File: src/rtl/vfzm_queue.sv
module vfzm_queue #(
   parameter int WIDTH = 8,
   parameter int DEPTH = 2
) (
   input  logic             clock,
   input  logic             reset,
   input  logic             wr_en,
   input  logic [WIDTH-1:0] wr_data,
   input  logic             rd_en,
   output logic [WIDTH-1:0] rd_data,
   output logic             full,
   output logic             empty
);
   localparam int PtrW = (DEPTH > 1) ? $clog2(DEPTH) : 1;
   localparam int CntW = $clog2(DEPTH + 1);

   logic [WIDTH-1:0] mem [DEPTH];
   logic [PtrW-1:0]  wr_ptr_ff, wr_ptr_in, rd_ptr_ff, rd_ptr_in;
   logic [CntW-1:0]  count_ff, count_in;
   logic             do_wr, do_rd;

   assign full    = (count_ff == CntW'(DEPTH));
   assign empty   = (count_ff == '0);
   assign do_wr   = wr_en && !full;
   assign do_rd   = rd_en && !empty;
   assign rd_data = mem[rd_ptr_ff];

   always_comb begin
      wr_ptr_in = wr_ptr_ff;
      rd_ptr_in = rd_ptr_ff;
      count_in  = count_ff;
      if (do_wr) begin
         wr_ptr_in = (wr_ptr_ff == PtrW'(DEPTH - 1)) ? '0 : wr_ptr_ff + 1'b1;
      end
      if (do_rd) begin
         rd_ptr_in = (rd_ptr_ff == PtrW'(DEPTH - 1)) ? '0 : rd_ptr_ff + 1'b1;
      end
      if (do_wr && !do_rd) begin
         count_in = count_ff + 1'b1;
      end else if (do_rd && !do_wr) begin
         count_in = count_ff - 1'b1;
      end
   end

   always_ff @(posedge clock) begin
      if (reset) begin
         wr_ptr_ff <= '0;
         rd_ptr_ff <= '0;
         count_ff  <= '0;
      end else begin
         wr_ptr_ff <= wr_ptr_in;
         rd_ptr_ff <= rd_ptr_in;
         count_ff  <= count_in;
      end
   end

   always_ff @(posedge clock) begin
      if (do_wr) begin
         mem[wr_ptr_ff] <= wr_data;
      end
   end

endmodule

File: config.mk
export PLATFORM = sky130hd
export DESIGN_NAME = vfzm_queue
export DESIGN_NICKNAME = d
export VERILOG_FILES = /design/src/rtl/vfzm_queue.sv
export SDC_FILE = /design/constraint.sdc
export NUM_CORES = 1
export LEC_CHECK = 0
export BUFFER_PORTS_ARGS = -buffer_cell sky130_fd_sc_hd__buf_4
export CAP_MARGIN = 20
export CORE_UTILIZATION = 48
export DETAILED_ROUTE_END_ITERATION = 10
export PLACE_DENSITY = 0.74
export SYNTH_ARGS = -nofsm -noshare
export SYNTH_HDL_FRONTEND = slang
export SYNTH_SLANG_ARGS = --single-unit
File: constraint.sdc
create_clock -name clock -period 2 [get_ports clock]
set_clock_uncertainty 0.05 [all_clocks]
set_input_delay 0.6 -clock clock [delete_from_list [all_inputs] [get_ports clock]]
set_output_delay 0.6 -clock clock [all_outputs]
set_load 0.01 [all_outputs]
### Yosys cells after proc, flatten, opt, wreduce, memory -nomap -nowiden

Memory sizes are Yosys's and may differ from the RTL's. A register that Yosys moved wholly into a read port is not among the register bits.
Index checks and enable logic that the tools add are counted.

* add/subtract/negate cells: 4
* reductions and logical operators: 10
* muxes and demuxes: 8
* equal/unequal tests: 1

Operator list (number)
* $mux W1: 6
* $logic_and A1 B1 Y1: 4
* $logic_not A1 Y1: 4
* $mux W2: 2
* $add A1 B1 Y1 const B: 2
* $add A2 B1 Y2 const B: 1
* $eq A2 B2 Y1 const B: 1
* $logic_not A2 Y1: 1
* $reduce_bool A2 Y1: 1
* $sub A2 B1 Y2 const B: 1

* input bits: 12
* memories: 1
* output and inout bits: 10
* bits in registers: 4
* word-level logic and storage cells: 27
* RAM bits: 16

Memory list
* mem: depth 2, bits a word 8, read ports 1, clocked after memory_dff 1, write ports 1, line 17 `logic [WIDTH-1:0] mem [DEPTH];`

### Logic depth before layout (Yosys ltp)

* word-level depth: 7
* depth in mapped cells: 6
* mapped depth without buffers: 6

### Least setup slack after synthesis

OpenSTA, ideal clock, no wires.

* path kind: input to register
* start: input rd_en
* end: register count_ff[1]
* data required time: 1.880 ns
* library setup time: 0.070 ns
* data arrival time: 1.530 ns
* stages: 4
* path buffers: 0
* path slack: 0.350 ns
* cell sequence: o21ai_0 > ha_1 > or3_1 > a21oi_1

* longest elaborated chain between the ends: 4
* elaborated cells between the ends (all ways): 6
* those cells by class: 1 x mux; 5 x reduce/logical

RTL lines
* start: declaration: line 9 `input logic rd_en,`
* $logic_and A1 B1 Y1 *: line 25 `assign do_rd = rd_en && !empty;`
* $logic_not A1 Y1: line 38 `if (do_wr && !do_rd) begin`
* $logic_and A1 B1 Y1: line 38
* $mux W2 or $reduce_bool A2 Y1 (tied branches)
* end signal: assignment: line 53 `count_ff <= count_in;`
* end: declaration: line 19 `logic [CntW-1:0] count_ff, count_in;`

Every way passes the cells marked *; elsewhere a longest branch is shown, timed or not.
A chain may end at the register's enable or synchronous reset.

==> out/metrics.yaml <==
global_route:
  overflow: 0
  global_route_wire_length_before_repair_um: 1959
  maximum_number_of_pins_on_one_net_before_global_route_repair: 12
  grt_util_all_layers: 0.1509
  via_count_of_the_first_global_routing_pass: 470
  initial_antenna_violation_count: 0
final_layout:
  areaGrowthSynthToFinish_pct: 25.24
  antenna-diode-count: 0
  final_util: 0.6519
  total_area_of_multi_input_combinational_cells_sq_um: 200.2
  finalNonFillerCells: 90
  seq_area_sq_um: 581.8
  mostFrequentLayoutCell: "sky130_fd_sc_hd__buf_4"
  most_frequent_cells_in_the_layout: "sky130_fd_sc_hd__buf_4 (21), sky130_fd_sc_hd__edfxtp_1 (16), sky130_fd_sc_hd__mux2_2 (8)"
  n_fill_cell: 122
  nNetsFinal: 88
  post_route_cells_drive_above_1_share: 0.4595
  postLayoutCellArea_sq_um: 993.5
placement:
  place_ws_ps: 181.6
  place_inst: 86
  place_area_sq_um: 965.9
  hpwlAfterDp_um: 885.9
  port_buffers: 21
  place.gp.congestion: 0.6864
setup_path:
  worst_setup_path_start_kind: "flop"
  ff2ff_setup_slack_ps: 360
  regToRegEndpoint: "count_ff[1]$_SDFFE_PP0P_"
  cp.arrival_ps: 1240
  timing.reg2reg.worst_path_depth: 4
  criticalPathCategory: "reg2out"
  worstReg2RegStart: "count_ff[0]$_SDFFE_PP0P_"
  worst_setup_path_end_kind: "output port"
  critPathRequiredTime_ps: 1350
  worstSetupEndpoint: "rd_data[7]"
  crit_path_max_fanout: 8
yosys:
  synth_cells: 50
  share_of_the_synthesized_area_in_compound_gates_ao_oa_aoi_oai: 0.03155
  post_synth_xor_area_fraction: 0.03312
  synth-simple-area-share: 0.05836
  synth_mux_area_frac: 0.1136
  mappedNetlistNets: 63
  synth_seq_cells: 21
  synthAdderAreaFrac: 0.01577
  synth-warning-count: 0
  synth_area_sq_um: 793.3
  synth.yosys.seq_area_share: 0.7319
  synth_area_per_cell_sq_um: 15.87
  synth_cell_types: 13
  dominant_combinational_cell_family_by_area_after_synthesis: "multiplexers"
power:
  max_vdd_drop_mv: 0.7111
  leakage_nw: 0.3962
  power.density_cell_area_nw_per_um2: 1202
clocking:
  number_of_sinks_on_the_clock_net: 21
  number_of_buffers_inserted_during_clock_tree_synthesis: 3
  htree_num_levels: 1
  cts_hold_repair.buffers: 0
  clkLatencyLatePin_ps: 290
  worst_setup_hold_path_clk_slew_ps: 100
  cts-root-buf: "sky130_fd_sc_hd__clkbuf_4"
  tritoncts: "done"
  max-clock-path-buffers: 2
sta:
  highest_clock_frequency_the_design_can_meet_ghz: 0.5301
  worstMarginPinSlew_ps: 379.1
  final_sum_of_negative_setup_slack_ps: 0
  relSlewSlack: 0.7473
  finalCriticalPeriod_ps: 1886
  rsz_0062_raised_after_global_routing: "false"
  final-max-slew-violation-count: 0
  post-route-period-util: 0.9432
  final_worst_slack_ps: 113.7
  report.final.setup_viol: 0
  final_hold_viol_count: 0
routing:
  avgRoutedWirePerCell_um: 12.78
  detail_route.wirelength_um: 1150
  drt-initial-drc-count: 13
  dr_total_vias: 461
  drt_first_pass_iters: 4
  routed_via_density: 5.122
  drc_errors: 0
  ant_nets: 0
floorplanning:
  die_height_um: 42.65
  placement_rows: 14
  io_pins: 22
  design.core.area_sq_um: 1524
  design.die.area_sq_um: 1819
  initial_core_utilization: 0.5205
  die_outline_width_um: 42.65
run_status:
  status: "finished, final reports clean"
min_path:
  hold_path.class: "in2reg"
run:
  cap_viol_max_count: 0
[power breakdown]
group	total [mW]	switching (mW)	internal, mW
Sequential	0.613	0.0548	0.559
Combinational	0.392	0.176	0.215
Clock	0.189	0.111	0.0775
[critical path, stage by stage, from the launching register on]
cell	delay (ps)
sky130_fd_sc_hd__dfxtp_2	450
sky130_fd_sc_hd__mux2_2	360
sky130_fd_sc_hd__buf_4	140
[synth_stat cells, drive strengths merged]
cell type | count | area [sq um]
dfxtp | 5 | 100.1
inv | 2 | 7.510
xor2 | 3 | 26.28
or3 | 2 | 12.51
edfxtp | 16 | 480.5
nor2b | 1 | 8.760
nor2 | 5 | 18.77
a21oi | 2 | 10.01
ha | 1 | 12.51
and2 | 1 | 6.260
buf | 1 | 5.000
o21ai | 3 | 15.01
mux2 | 8 | 90.09
[worst min-delay path by stage]
stage | cells past startpoint | end | startpoint
after detailed placement | 2 | wr_ptr_ff$_SDFFE_PP0N_ | wr_ptr_ff$_SDFFE_PP0N_
after global routing | 1 | mem[0][2]$_DFFE_PP_ | wr_data[2]
after CTS | 1 | mem[0][7]$_DFFE_PP_ | wr_data[7]
after global placement | 2 | wr_ptr_ff$_SDFFE_PP0N_ | wr_ptr_ff$_SDFFE_PP0N_
after floorplan | 2 | wr_ptr_ff$_SDFFE_PP0N_ | wr_ptr_ff$_SDFFE_PP0N_
final | 1 | mem[0][7]$_DFFE_PP_ | wr_data[7]
[cell families (layout without fill, tap and decap cells)]
group,Yosys count,count (layout)
fa+ha+maj,1,1
compound gates,5,5
flops,21,21
xor+xnor,3,3
simple gates,9,9
mux,8,8
buf+inv,3,27
[metrics by stage]
step | hold WS, ps | total power [mW]
final | 438.8 | 1.194
after global routing | 417.3 | 1.270
after CTS | 428.9 | 1.211
after detailed placement | 443.4 | 1.019
after global placement | 412.2 | 1.005
after floorplan | 401.6 | 0.8509
[state kept, by name, summed over array words and instances (netlist names), named ones only]
signal and count:
mem 16, count_ff 2, rd_ptr_ff 1, wr_ptr_ff 1
[routing by layer]
metal | GRT usage | routed length, um
met4 | 0.05625 | 0
met3 | 0.05106 | 49
met2 | 0.2455 | 639
met1 | 0.1855 | 461
met5 | 0 | 0
[layout make-up]
| type | count | area share |
|---|---|---|
| clock buffer | 4 | 0.02645 |
| inverter | 2 | 0.007557 |
| sequential | 21 | 0.5856 |
| multi-input combinational | 26 | 0.2015 |
| timing repair buffer | 21 | 0.1587 |
| tap | 16 | 0.02015 |
[what timing repair did]
| item | 4_1_cts | 5_1_grt |
|---|---|---|
| resized for setup | 1 | 0 |
| buffers inserted | 0 | 0 |
| endpoints found under the setup margin | 8 | 0 |
Note: power is estimated with default switching activity, not from simulation.
