===== config.mk =====
export PLATFORM = sky130hd
export DESIGN_NAME = vfzm_front
export DESIGN_NICKNAME = d
export VERILOG_FILES = /design/src/rtl/vfzm_pkg.sv /design/src/rtl/vfzm_front.sv
export SDC_FILE = /design/constraint.sdc
export NUM_CORES = 1
export LEC_CHECK = 0
export ABC_AREA = 1
export BUFFER_PORTS_ARGS = -buffer_cell sky130_fd_sc_hd__buf_2
export CAP_MARGIN = 10
export CORE_AREA = 2 2 131 133
export DETAILED_ROUTE_END_ITERATION = 10
export DIE_AREA = 0 0 133 135
export PLACE_DENSITY_LB_ADDON = 0.25
export SYNTH_ARGS = -nofsm -noshare
export SYNTH_HDL_FRONTEND = slang
export SYNTH_SLANG_ARGS = --single-unit
export TNS_END_PERCENT = 30

===== constraint.sdc =====
create_clock -name vclk -period 0.9
set_input_delay 0.045 -clock vclk [all_inputs]
set_output_delay 0.045 -clock vclk [all_outputs]
set_load 0.02 [all_outputs]

===== src/rtl/vfzm_pkg.sv =====
package vfzm_pkg;

   localparam int DimW     = 16;
   localparam int ZoomW    = 23;
   localparam int PanW     = 40;
   localparam int ScaleW   = 32;
   localparam int OutW     = 48;
   localparam int WideW    = 50;
   localparam int DivSteps = 16;

   localparam logic [ZoomW-1:0] ZoomMin = 23'd1024;
   localparam logic [ZoomW-1:0] ZoomMax = 23'd4194304;
   localparam logic [ScaleW-1:0] OneQ16 = 32'd65536;

   typedef enum logic [1:0] {
      STATUS_OK       = 2'd0,
      STATUS_INVALID  = 2'd1,
      STATUS_OVERFLOW = 2'd2
   } status_type;

   typedef enum logic {
      MODE_FIT  = 1'b0,
      MODE_ZOOM = 1'b1
   } mode_type;

   typedef struct packed {
      logic [DimW-1:0]        canv_w;
      logic [DimW-1:0]        canv_h;
      logic [DimW-1:0]        tgt_w;
      logic [DimW-1:0]        tgt_h;
      mode_type               view_mode;
      logic [ZoomW-1:0]       zoom_q16;
      logic signed [PanW-1:0] pan_x_q16;
      logic signed [PanW-1:0] pan_y_q16;
      logic                   invalid;
   } req_type;

   typedef struct packed {
      status_type             status;
      logic [ScaleW-1:0]      scale_q16;
      logic signed [OutW-1:0] dest_left_q16;
      logic signed [OutW-1:0] dest_top_q16;
      logic [OutW-1:0]        dest_width_q16;
      logic [OutW-1:0]        dest_height_q16;
      logic                   needs_intermediate;
   } rsp_type;

   // two restoring division steps: result is {quotient bits, remainder}
   function automatic logic [DimW+1:0] div_step2(input logic [DimW-1:0] rem,
                                                 input logic [1:0] bits,
                                                 input logic [DimW-1:0] dvs);
      logic [DimW:0] r;
      logic [1:0]    q;
      r = {rem, bits[1]};
      q[1] = (r >= {1'b0, dvs});
      if (q[1]) begin
         r = r - {1'b0, dvs};
      end
      r = {r[DimW-1:0], bits[0]};
      q[0] = (r >= {1'b0, dvs});
      if (q[0]) begin
         r = r - {1'b0, dvs};
      end
      return {q, r[DimW-1:0]};
   endfunction

endpackage


===== src/rtl/vfzm_front.sv =====
module vfzm_front #(
   parameter int DIM_BITS = 16
) (
   input  logic [15:0]           canv_w,
   input  logic [15:0]           canv_h,
   input  logic [15:0]           tgt_w,
   input  logic [15:0]           tgt_h,
   input  logic                  view_mode,
   input  logic                  full_res_quality,
   input  logic [22:0]           zoom_q16,
   input  logic signed [39:0]    pan_x_q16,
   input  logic signed [39:0]    pan_y_q16,
   output vfzm_pkg::req_type     item
);
   import vfzm_pkg::*;

   function automatic logic dim_bad(input logic [DimW-1:0] d);
      return (d == '0) || ((d >> DIM_BITS) != '0);
   endfunction

   always_comb begin
      item.canv_w    = canv_w;
      item.canv_h    = canv_h;
      item.tgt_w     = tgt_w;
      item.tgt_h     = tgt_h;
      item.view_mode = mode_type'(view_mode);
      item.zoom_q16  = zoom_q16;
      item.pan_x_q16 = pan_x_q16;
      item.pan_y_q16 = pan_y_q16;
      // flag a request that the back end must answer with an invalid status
      item.invalid = dim_bad(canv_w) || dim_bad(canv_h) ||
                     dim_bad(tgt_w) || dim_bad(tgt_h) ||
                     !full_res_quality || (zoom_q16 < ZoomMin) || (zoom_q16 > ZoomMax);
   end

endmodule


# Yosys cells after proc, flatten, opt, wreduce, memory -nomap -nowiden
# Cells that the tools add are included.
# totals
in_bits,169
reg_bits,0
# classes
order_cmp,2
n_reduce_logical,11
# ops
op,n
$logic_not 16->1,4
$gt 23x23->1 const B,1
$lt 23x11->1 const B,1
$logic_or 1x1->1,6
$logic_not 1->1,1

# Logic depth before layout (Yosys ltp)
# Gate-level depths: netlist (run 1).
# depth
word_depth,7
mapped_depth,7
depth_no_buf,7

# Least setup slack after synthesis (run 1)
# No wires, ideal clock.
# synth_timing
path_kind,input port to output port
from,in zoom_q16[21]
to,out item[0] (netlist bit)
t_arrival_ns,0.687
path_stages,5
slack_ns,0.168
cell_sequence,or2_0 nor2_1 nand3_1 nand2_1 nand3_1
# synth_rtl
element,line_no,source
start: declaration,vfzm_front.sv:10,"input logic [22:0] zoom_q16,"
end: declaration,vfzm_front.sv:13,output vfzm_pkg::req_type item

==> impl_metrics.json, run 1 <==
{
  "viasPerCell": 2.72,
  "pwr_density_cell_mw_per_mm2": 497,
  "slew_headroom_pct": 90.3,
  "fin_area_sq_mm": 0.00174,
  "row_count": 47,
  "syn_to_final_growth_pct": 7.84,
  "wire_per_inst_um": 8.60,
  "overflow": 0,
  "start_kind": "primary input",
  "drt-initial-drc-count": 12,
  "synthMuxAreaShare_pct": 0,
  "synth_nets": 429,
  "grt_pass1_vias": 1285,
  "track_usage_pct": 4.08,
  "synth_top_area_share_pct": 78.3,
  "post_dp_cell_area_sq_mm": 0.00164,
  "cp_slowest_stage_delay_ns": 0.24,
  "sequentialPowerShare_pct": 0,
  "holdCritPathClass": "primary input to primary output",
  "seq_area_sq_um": 0,
  "finalSetupViolations": 1,
  "final_common_cell": "buf_2",
  "synth_cell_types": 6,
  "crit_chain": "buf_6, or2_4, nor2_4, nand3_2, nand2_2, nand3_2, buf_6",
  "fillers": 1931,
  "finalHoldWorstSlack_ns": 0.0900,
  "period_share_pct": 103,
  "cp.buffers_inverters": 2,
  "cp_data_arrival_time_ns": 0.89,
  "nFlopsAndLatches": 0,
  "netSwitchingFraction_pct": 57.5,
  "fin_util_pct": 10.6,
  "final_cell_mix": "buf_2 (173), nor2_1 (46), nand2_1 (23)",
  "ys_seq_area_share_pct": 0,
  "grt_max_degree": 4,
  "fin_ws_ns": -0.0309,
  "power.share.combinational_pct": 100.0,
  "post-route-drc-count": 0,
  "status": "finished, violations left",
  "detailedRoute.firstPassIterationCount": 4,
  "coreArea_sq_mm": 0.0164,
  "hold_violations": 0,
  "pre_cts_ws_ns": -0.273,
  "drt_wl_total_um": 4350,
  "ios": 338,
  "grt_antenna_before_repair": 0,
  "nets": 457,
  "antenna_cells": 0,
  "post_cts_buffers": 0,
  "max-cap-violations": 0,
  "yosys.area_share.simple_pct": 21.3,
  "grt_first_pass_wirelength_um": 5970,
  "die_h_um": 135,
  "multi_input_area_sq_um": 420,
  "synth_xor_area_share_pct": 0,
  "critPathTopFamily": "simple AND/OR/NAND/NOR gates",
  "synth.area.top_cells": "buf_4 (78%), nor2_1 (13%), nand2_1 (7.2%)",
  "place_hpwl_um": 4090,
  "cp_max_fo": 2,
  "crit_cells": 7,
  "synth_top_family_by_area": "buffers and inverters",
  "place.gp.congestion": 0.631,
  "worst_pin_slew_ns": 0.146,
  "cts_hold_buf": 0,
  "path_class": "primary input to primary output",
  "die_area_sq_mm": 0.0180,
  "syn_area_sq_mm": 0.00161,
  "ant_nets": 0,
  "cp-startpoint": "zoom_q16[21]",
  "synth_compound_area_share_pct": 0,
  "num_vias": 1374,
  "start_util_pct": 9.82,
  "cp-endpoint": "item[0]",
  "die_width_um": 133,
  "violations": "negative setup slack",
  "p_total_mw": 0.864,
  "fmax_mhz": 1070,
  "maxSlewViolCount": 0,
  "syn_avg_cell_area_sq_um": 6.20,
  "synth_top_cell_by_area": "buf_4",
  "p_leak_nw": 0.936,
  "peakVddDrop_uv": 88.8,
  "yosysWarnings": 0,
  "fin_cells": 506,
  "synth_fa_ha_area_share_pct": 0,
  "clockBufferCount": 0,
  "internal_power_mw": 0.367,
  "critPathRequiredTime_ns": 0.85,
  "io_buffers": 176,
  "setup.worst_path.end_class": "primary output",
  "drive_gt1_share_pct": 75.2,
  "rsz0062_at_grt": "yes",
  "switchingPower_mw": 0.497,
  "clkPwrFrac_pct": 0,
  "fin_crit_ns": 0.931,
  "synth_cells": 260,
  "fin_tns_setup_ns": -0.0309,
  "post-place-cells": 506,
  "worst_path_max_delay_cell": "or2_4"
}
[power groups by stage]
| stage | logic (mW) | clock network [mW] | registers, mW |
|---|---|---|---|
| 2_1_floorplan | 1.16 | 0 | 0 |
| 3_5_place_dp | 0.848 | 0 | 0 |
| 3_3_place_gp | 0.857 | 0 | 0 |
| 5_1_grt | 0.932 | 0 | 0 |
| 4_1_cts | 0.864 | 0 | 0 |
| 6_report | 0.864 | 0 | 0 |
[metal layers]
| metal | part of all wire (%) | track usage, % | vias up |
|---|---|---|---|
| met2 | 48 | 7.80 | 146 |
| met3 | 16 | 1.58 | 28 |
| met1 | 31 | 3.75 | 531 |
| met4 | 4.7 | 2.09 | 0 |
| met5 | 0 | 0 | - |
| li1 | - | - | 669 |
[cell usage after synthesis (all sizes together)]
master  number
nand3        2
nor2        56
buf        168
inv          2
nand2       31
or2          1
[timing repair]
item | CTS | global route
setup endpoints to repair | 1 | 1
cloned | 0 | 0
endpoints found under the hold margin | 0 | 0
gates resized for setup | 17 | 13
pin swaps | 10 | 14
[worst min-delay path by stage]
stage | start | end | slack (ns) | depth (start not counted)
floorplan | zoom_q16[19] | item[100] | 0.20 | 1
global placement | pan_y_q16[10] | item[11] | 0.09 | 0
detailed placement | pan_y_q16[10] | item[11] | 0.09 | 0
CTS | pan_y_q16[10] | item[11] | 0.09 | 0
global route | pan_y_q16[38] | item[39] | 0.09 | 0
finish | pan_y_q16[19] | item[20] | 0.09 | 0
[final cells by class]
cell class	instances	area share, %
Timing Repair Buffer	194	59.5
Inverter	2	0.432
Multi-Input combinational cell	90	24.2
Tap cell	220	15.8
[logic make-up after synthesis]
kind of cell  count (synthesis)
buf+inv                     170
simple gates                 90
No activity file was read; power rests on OpenSTA's default activity.
==> run 2, diff against run 1 <==
--- a/config.mk
+++ b/config.mk
@@ -8,10 +8,9 @@
 export ABC_AREA = 1
 export BUFFER_PORTS_ARGS = -buffer_cell sky130_fd_sc_hd__buf_2
 export CAP_MARGIN = 10
-export CORE_AREA = 2 2 131 133
+export CORE_AREA = 2 2 132 134
 export DETAILED_ROUTE_END_ITERATION = 10
-export DIE_AREA = 0 0 133 135
-export PLACE_DENSITY_LB_ADDON = 0.25
+export DIE_AREA = 0 0 134 136
 export SYNTH_ARGS = -nofsm -noshare
 export SYNTH_HDL_FRONTEND = slang
 export SYNTH_SLANG_ARGS = --single-unit
==> constraint.sdc (replaced) <==
create_clock -name vclk -period 1
set_input_delay 0.05 -clock vclk [all_inputs]
set_output_delay 0.05 -clock vclk [all_outputs]
set_load 0.02 [all_outputs]
==> impl_metrics.json, run 2 (synthesis results as in run 1) <==
{
  "clockBufferCount": 0,
  "period_share_pct": 99.6,
  "wire_per_inst_um": 11.2,
  "grt_first_pass_wirelength_um": 6850,
  "track_usage_pct": 5.15,
  "grt_pass1_vias": 1228,
  "coreArea_sq_mm": 0.0169,
  "rsz0062_at_grt": "yes",
  "cts_hold_buf": 0,
  "maxSlewViolCount": 0,
  "setup.worst_path.end_class": "primary output",
  "syn_to_final_growth_pct": 2.56,
  "start_util_pct": 9.55,
  "holdCritPathClass": "primary input to primary output",
  "fin_crit_ns": 0.996,
  "drive_gt1_share_pct": 72.4,
  "start_kind": "primary input",
  "fin_tns_setup_ns": 0,
  "post_cts_buffers": 0,
  "nets": 446,
  "antenna_cells": 0,
  "io_buffers": 176,
  "post-place-cells": 500,
  "sequentialPowerShare_pct": 0,
  "place_hpwl_um": 5170,
  "fmax_mhz": 1000,
  "finalSetupViolations": 0,
  "status": "complete, no violations",
  "nFlopsAndLatches": 0,
  "drt_wl_total_um": 5580,
  "hold_violations": 0,
  "ant_nets": 0,
  "netSwitchingFraction_pct": 59.9,
  "power.share.combinational_pct": 100.0,
  "grt_max_degree": 4,
  "clkPwrFrac_pct": 0,
  "internal_power_mw": 0.297,
  "pwr_density_cell_mw_per_mm2": 447,
  "finalHoldWorstSlack_ns": 0.100,
  "p_leak_nw": 0.900,
  "fin_cells": 500,
  "fillers": 1989,
  "peakVddDrop_uv": 100,
  "fin_ws_ns": 0.00408,
  "overflow": 0,
  "ios": 338,
  "die_width_um": 134,
  "die_area_sq_mm": 0.0182,
  "die_h_um": 136,
  "cp_data_arrival_time_ns": 0.95,
  "max-cap-violations": 0,
  "p_total_mw": 0.739,
  "worst_pin_slew_ns": 0.139,
  "drt-initial-drc-count": 10,
  "place.gp.congestion": 0.663,
  "slew_headroom_pct": 90.7,
  "post-route-drc-count": 0,
  "final_cell_mix": "buf_2 (172), nor2_1 (48), nand2_1 (26)",
  "path_class": "primary input to primary output",
  "final_common_cell": "buf_2",
  "detailedRoute.firstPassIterationCount": 3,
  "switchingPower_mw": 0.443,
  "cp_max_fo": 2,
  "num_vias": 1441,
  "row_count": 48,
  "critPathRequiredTime_ns": 0.95,
  "viasPerCell": 2.88,
  "pre_cts_ws_ns": -0.294,
  "grt_antenna_before_repair": 0,
  "seq_area_sq_um": 0
}
==> run 2: cell types whose count changed in the layout (fill, tap and decap cells not counted), sizes merged <==
cell / previous run / this run
buf: 194 / 183
==> run 2: per-stage QoR <==
| stage | utilization, % | instance area (sq um) |
|---|---|---|
| final | 9.79 | 1650 |
| after global routing | 9.79 | 1650 |
| after CTS | 9.62 | 1620 |
| after detailed placement | 9.27 | 1570 |
| after global placement | 9.27 | 1570 |
| after floorplan | - | 1610 |
==> run 2: path summary, 6_finish.rpt <==
check / from / to / slack [ns] / depth (start not counted)
setup / recovery: zoom_q16[21] / item[0] / 0.004 / 8
hold / removal: pan_y_q16[20] / item[21] / 0.10 / 0
==> run 2: repair_timing <==
action                                  4_1_cts  5_1_grt
gates resized for setup                      17        8
cloned                                        0        0
endpoints found under the setup margin        1        1
pin swaps                                     9        9
==> run 2: power groups by stage <==
stage                     Combinational (mW)  Clock, mW  Sequential, mW
final                                  0.739          0               0
after global routing                   0.793          0               0
after CTS                              0.742          0               0
after detailed placement               0.724          0               0
after global placement                 0.723          0               0
after floorplan                         1.04          0               0
==> run 2: final cells by class <==
| class | instances | area [sq um] | share of cell area, % |
|---|---|---|---|
| repair buffers | 183 | 958 | 58.0 |
| multi-input cells | 90 | 405 | 24.5 |
| well taps | 225 | 282 | 17.0 |
| inverters | 2 | 7.51 | 0.454 |
==> run 2: critical path: stages <==
cell     delay [ns]
buf_6          0.09
or2_0          0.21
nor2_1         0.11
buf_4          0.14
nand3_2        0.07
nand2_2        0.07
nand3_2        0.07
buf_6          0.14
==> run 2: metal layers <==
layer  vias up  routed length [um]  GRT usage (%)
met4         0                 316           3.07
met5         -                   0              0
li1        647                   -              -
met1       563                1670           4.33
met3        46                 950           2.46
met2       185                2640           9.80
==> run 3, diff against run 2 <==
--- a/config.mk
+++ b/config.mk
@@ -5,7 +5,6 @@
 export SDC_FILE = /design/constraint.sdc
 export NUM_CORES = 1
 export LEC_CHECK = 0
-export ABC_AREA = 1
 export BUFFER_PORTS_ARGS = -buffer_cell sky130_fd_sc_hd__buf_2
 export CAP_MARGIN = 10
 export CORE_AREA = 2 2 132 134
==> impl_metrics.json, run 3 <==
{
  "status": "finished, violations left",
  "violations": "negative setup slack",
  "place_hpwl_um": 5100,
  "fin_ws_ns": -0.201,
  "die_width_um": 134,
  "synth_top_area_share_pct": 86.5,
  "cp_slowest_stage_delay_ns": 0.25,
  "setup.worst_path.end_class": "primary output",
  "die_area_sq_mm": 0.0182,
  "cp.buffers_inverters": 3,
  "syn_avg_cell_area_sq_um": 7.32,
  "antenna_cells": 0,
  "min_to": "item[31]",
  "critPathTopFamily": "simple AND/OR/NAND/NOR gates",
  "yosysWarnings": 0,
  "start_kind": "primary input",
  "post-route-drc-count": 0,
  "critPathRequiredTime_ns": 0.95,
  "cp_data_arrival_time_ns": 1.15,
  "place.gp.congestion": 0.820,
  "grt_pass1_vias": 1114,
  "seq_area_sq_um": 0,
  "ant_nets": 0,
  "crit_chain": "buf_2, nor4_4, buf_4, nand4_1, and3_4, nand4_1, buf_4",
  "synthTopCellsByCount": "buf_4 (168), nor4_1 (20), nand4_1 (5)",
  "hp-start": "pan_y_q16[30]",
  "drive_gt1_share_pct": 90.5,
  "fin_util_pct": 9.22,
  "path_class": "primary input to primary output",
  "period_share_pct": 120,
  "peakVddDrop_uv": 103,
  "viasPerCell": 2.76,
  "holdCritPathClass": "primary input to primary output",
  "max-cap-violations": 0,
  "fin_area_sq_mm": 0.00156,
  "pre_cts_ws_ns": -0.467,
  "hold_violations": 0,
  "ios": 338,
  "track_usage_pct": 5.02,
  "maxSlewViolCount": 0,
  "wire_per_inst_um": 12.4,
  "pwr_density_cell_mw_per_mm2": 471,
  "synth_top_cell_by_area": "buf_4",
  "synth.area.top_cells": "buf_4 (87%), nor4_1 (8.6%), nand4_1 (2.1%)",
  "final_common_cell": "buf_2",
  "coreArea_sq_mm": 0.0169,
  "grt_first_pass_wirelength_um": 6490,
  "clockBufferCount": 0,
  "syn_area_sq_mm": 0.00146,
  "p_leak_nw": 0.804,
  "fmax_mhz": 832,
  "grt_max_degree": 3,
  "start_util_pct": 8.64,
  "synth_cell_types": 8,
  "worst_path_max_delay_cell": "nor4_4",
  "die_h_um": 136,
  "final_cell_mix": "buf_2 (172), buf_4 (14), nor4_1 (13)",
  "synth_nets": 368,
  "worst_pin_slew_ns": 0.374,
  "ys_seq_area_share_pct": 0,
  "nets": 391,
  "synth.most_common_cell": "buf_4",
  "synth_cells": 199,
  "finalSetupViolations": 1,
  "drt_wl_total_um": 5530,
  "nFlopsAndLatches": 0,
  "post_cts_buffers": 0,
  "drt-initial-drc-count": 10,
  "row_count": 48,
  "num_vias": 1227,
  "detailedRoute.firstPassIterationCount": 2,
  "cts_hold_buf": 0,
  "rsz0062_at_grt": "yes",
  "grt_antenna_before_repair": 0,
  "syn_to_final_growth_pct": 6.70,
  "io_buffers": 176,
  "post_dp_cell_area_sq_mm": 0.00146,
  "overflow": 0,
  "cp_max_fo": 2,
  "fin_crit_ns": 1.20,
  "slew_headroom_pct": 74.9,
  "min_path_cells": 0
}
-- run 3: logic make-up after synthesis --
group                  after synthesis  synth area share (%)
buffers and inverters              168                  86.5
muxes                                1                 0.687
and+or+nand+nor                     30                  12.8
-- run 3: report_power, final --
| group | total [mW] | switching, mW | internal [mW] |
|---|---|---|---|
| Sequential | 0 | 0 | 0 |
| Clock | 0 | 0 | 0 |
| Combinational | 0.733 | 0.441 | 0.292 |
-- run 3: final cells by class --
type                       count  area [sq um]
fill                        1967         15300
multi-input combinational     31           274
tap                          225           282
timing repair buffer         189          1000
-- run 3: how the worst max path moves through the flow --
stage	from	to	slack, ns	depth (start not counted)
2_1_floorplan	zoom_q16[18]	item[0]	0.15	4
3_3_place_gp	tgt_w[1]	item[0]	-0.47	7
3_5_place_dp	tgt_w[1]	item[0]	-0.47	7
4_1_cts	tgt_w[6]	item[0]	-0.28	7
5_1_grt	tgt_w[6]	item[0]	-0.32	7
6_report	tgt_w[10]	item[0]	-0.20	7
-- run 3: stage by stage --
step | instances | setup TNS (ns) | hold slack (ns) | power (mW)
after floorplan | 199 | 0 | 0.213 | 1.00
after global placement | 446 | -0.474 | 0.100 | 0.705
after detailed placement | 446 | -0.467 | 0.100 | 0.709
after CTS | 445 | -0.281 | 0.100 | 0.728
after global routing | 445 | -0.324 | 0.100 | 0.778
final | 445 | -0.201 | 0.100 | 0.733
-- run 3: what timing repair did --
action / in CTS / in global routing
endpoints found under the setup margin: 1 / 1
pin swaps: 5 / 0
gates resized for setup: 12 / 5
-- run 3: per-layer routing --
metal | up-vias | track usage [%] | wire length [um]
li1 | 531 | - | -
met1 | 496 | 3.73 | 1490
met2 | 174 | 10.2 | 2910
met3 | 26 | 2.72 | 933
met4 | 0 | 2.36 | 206
met5 | - | 0 | 0
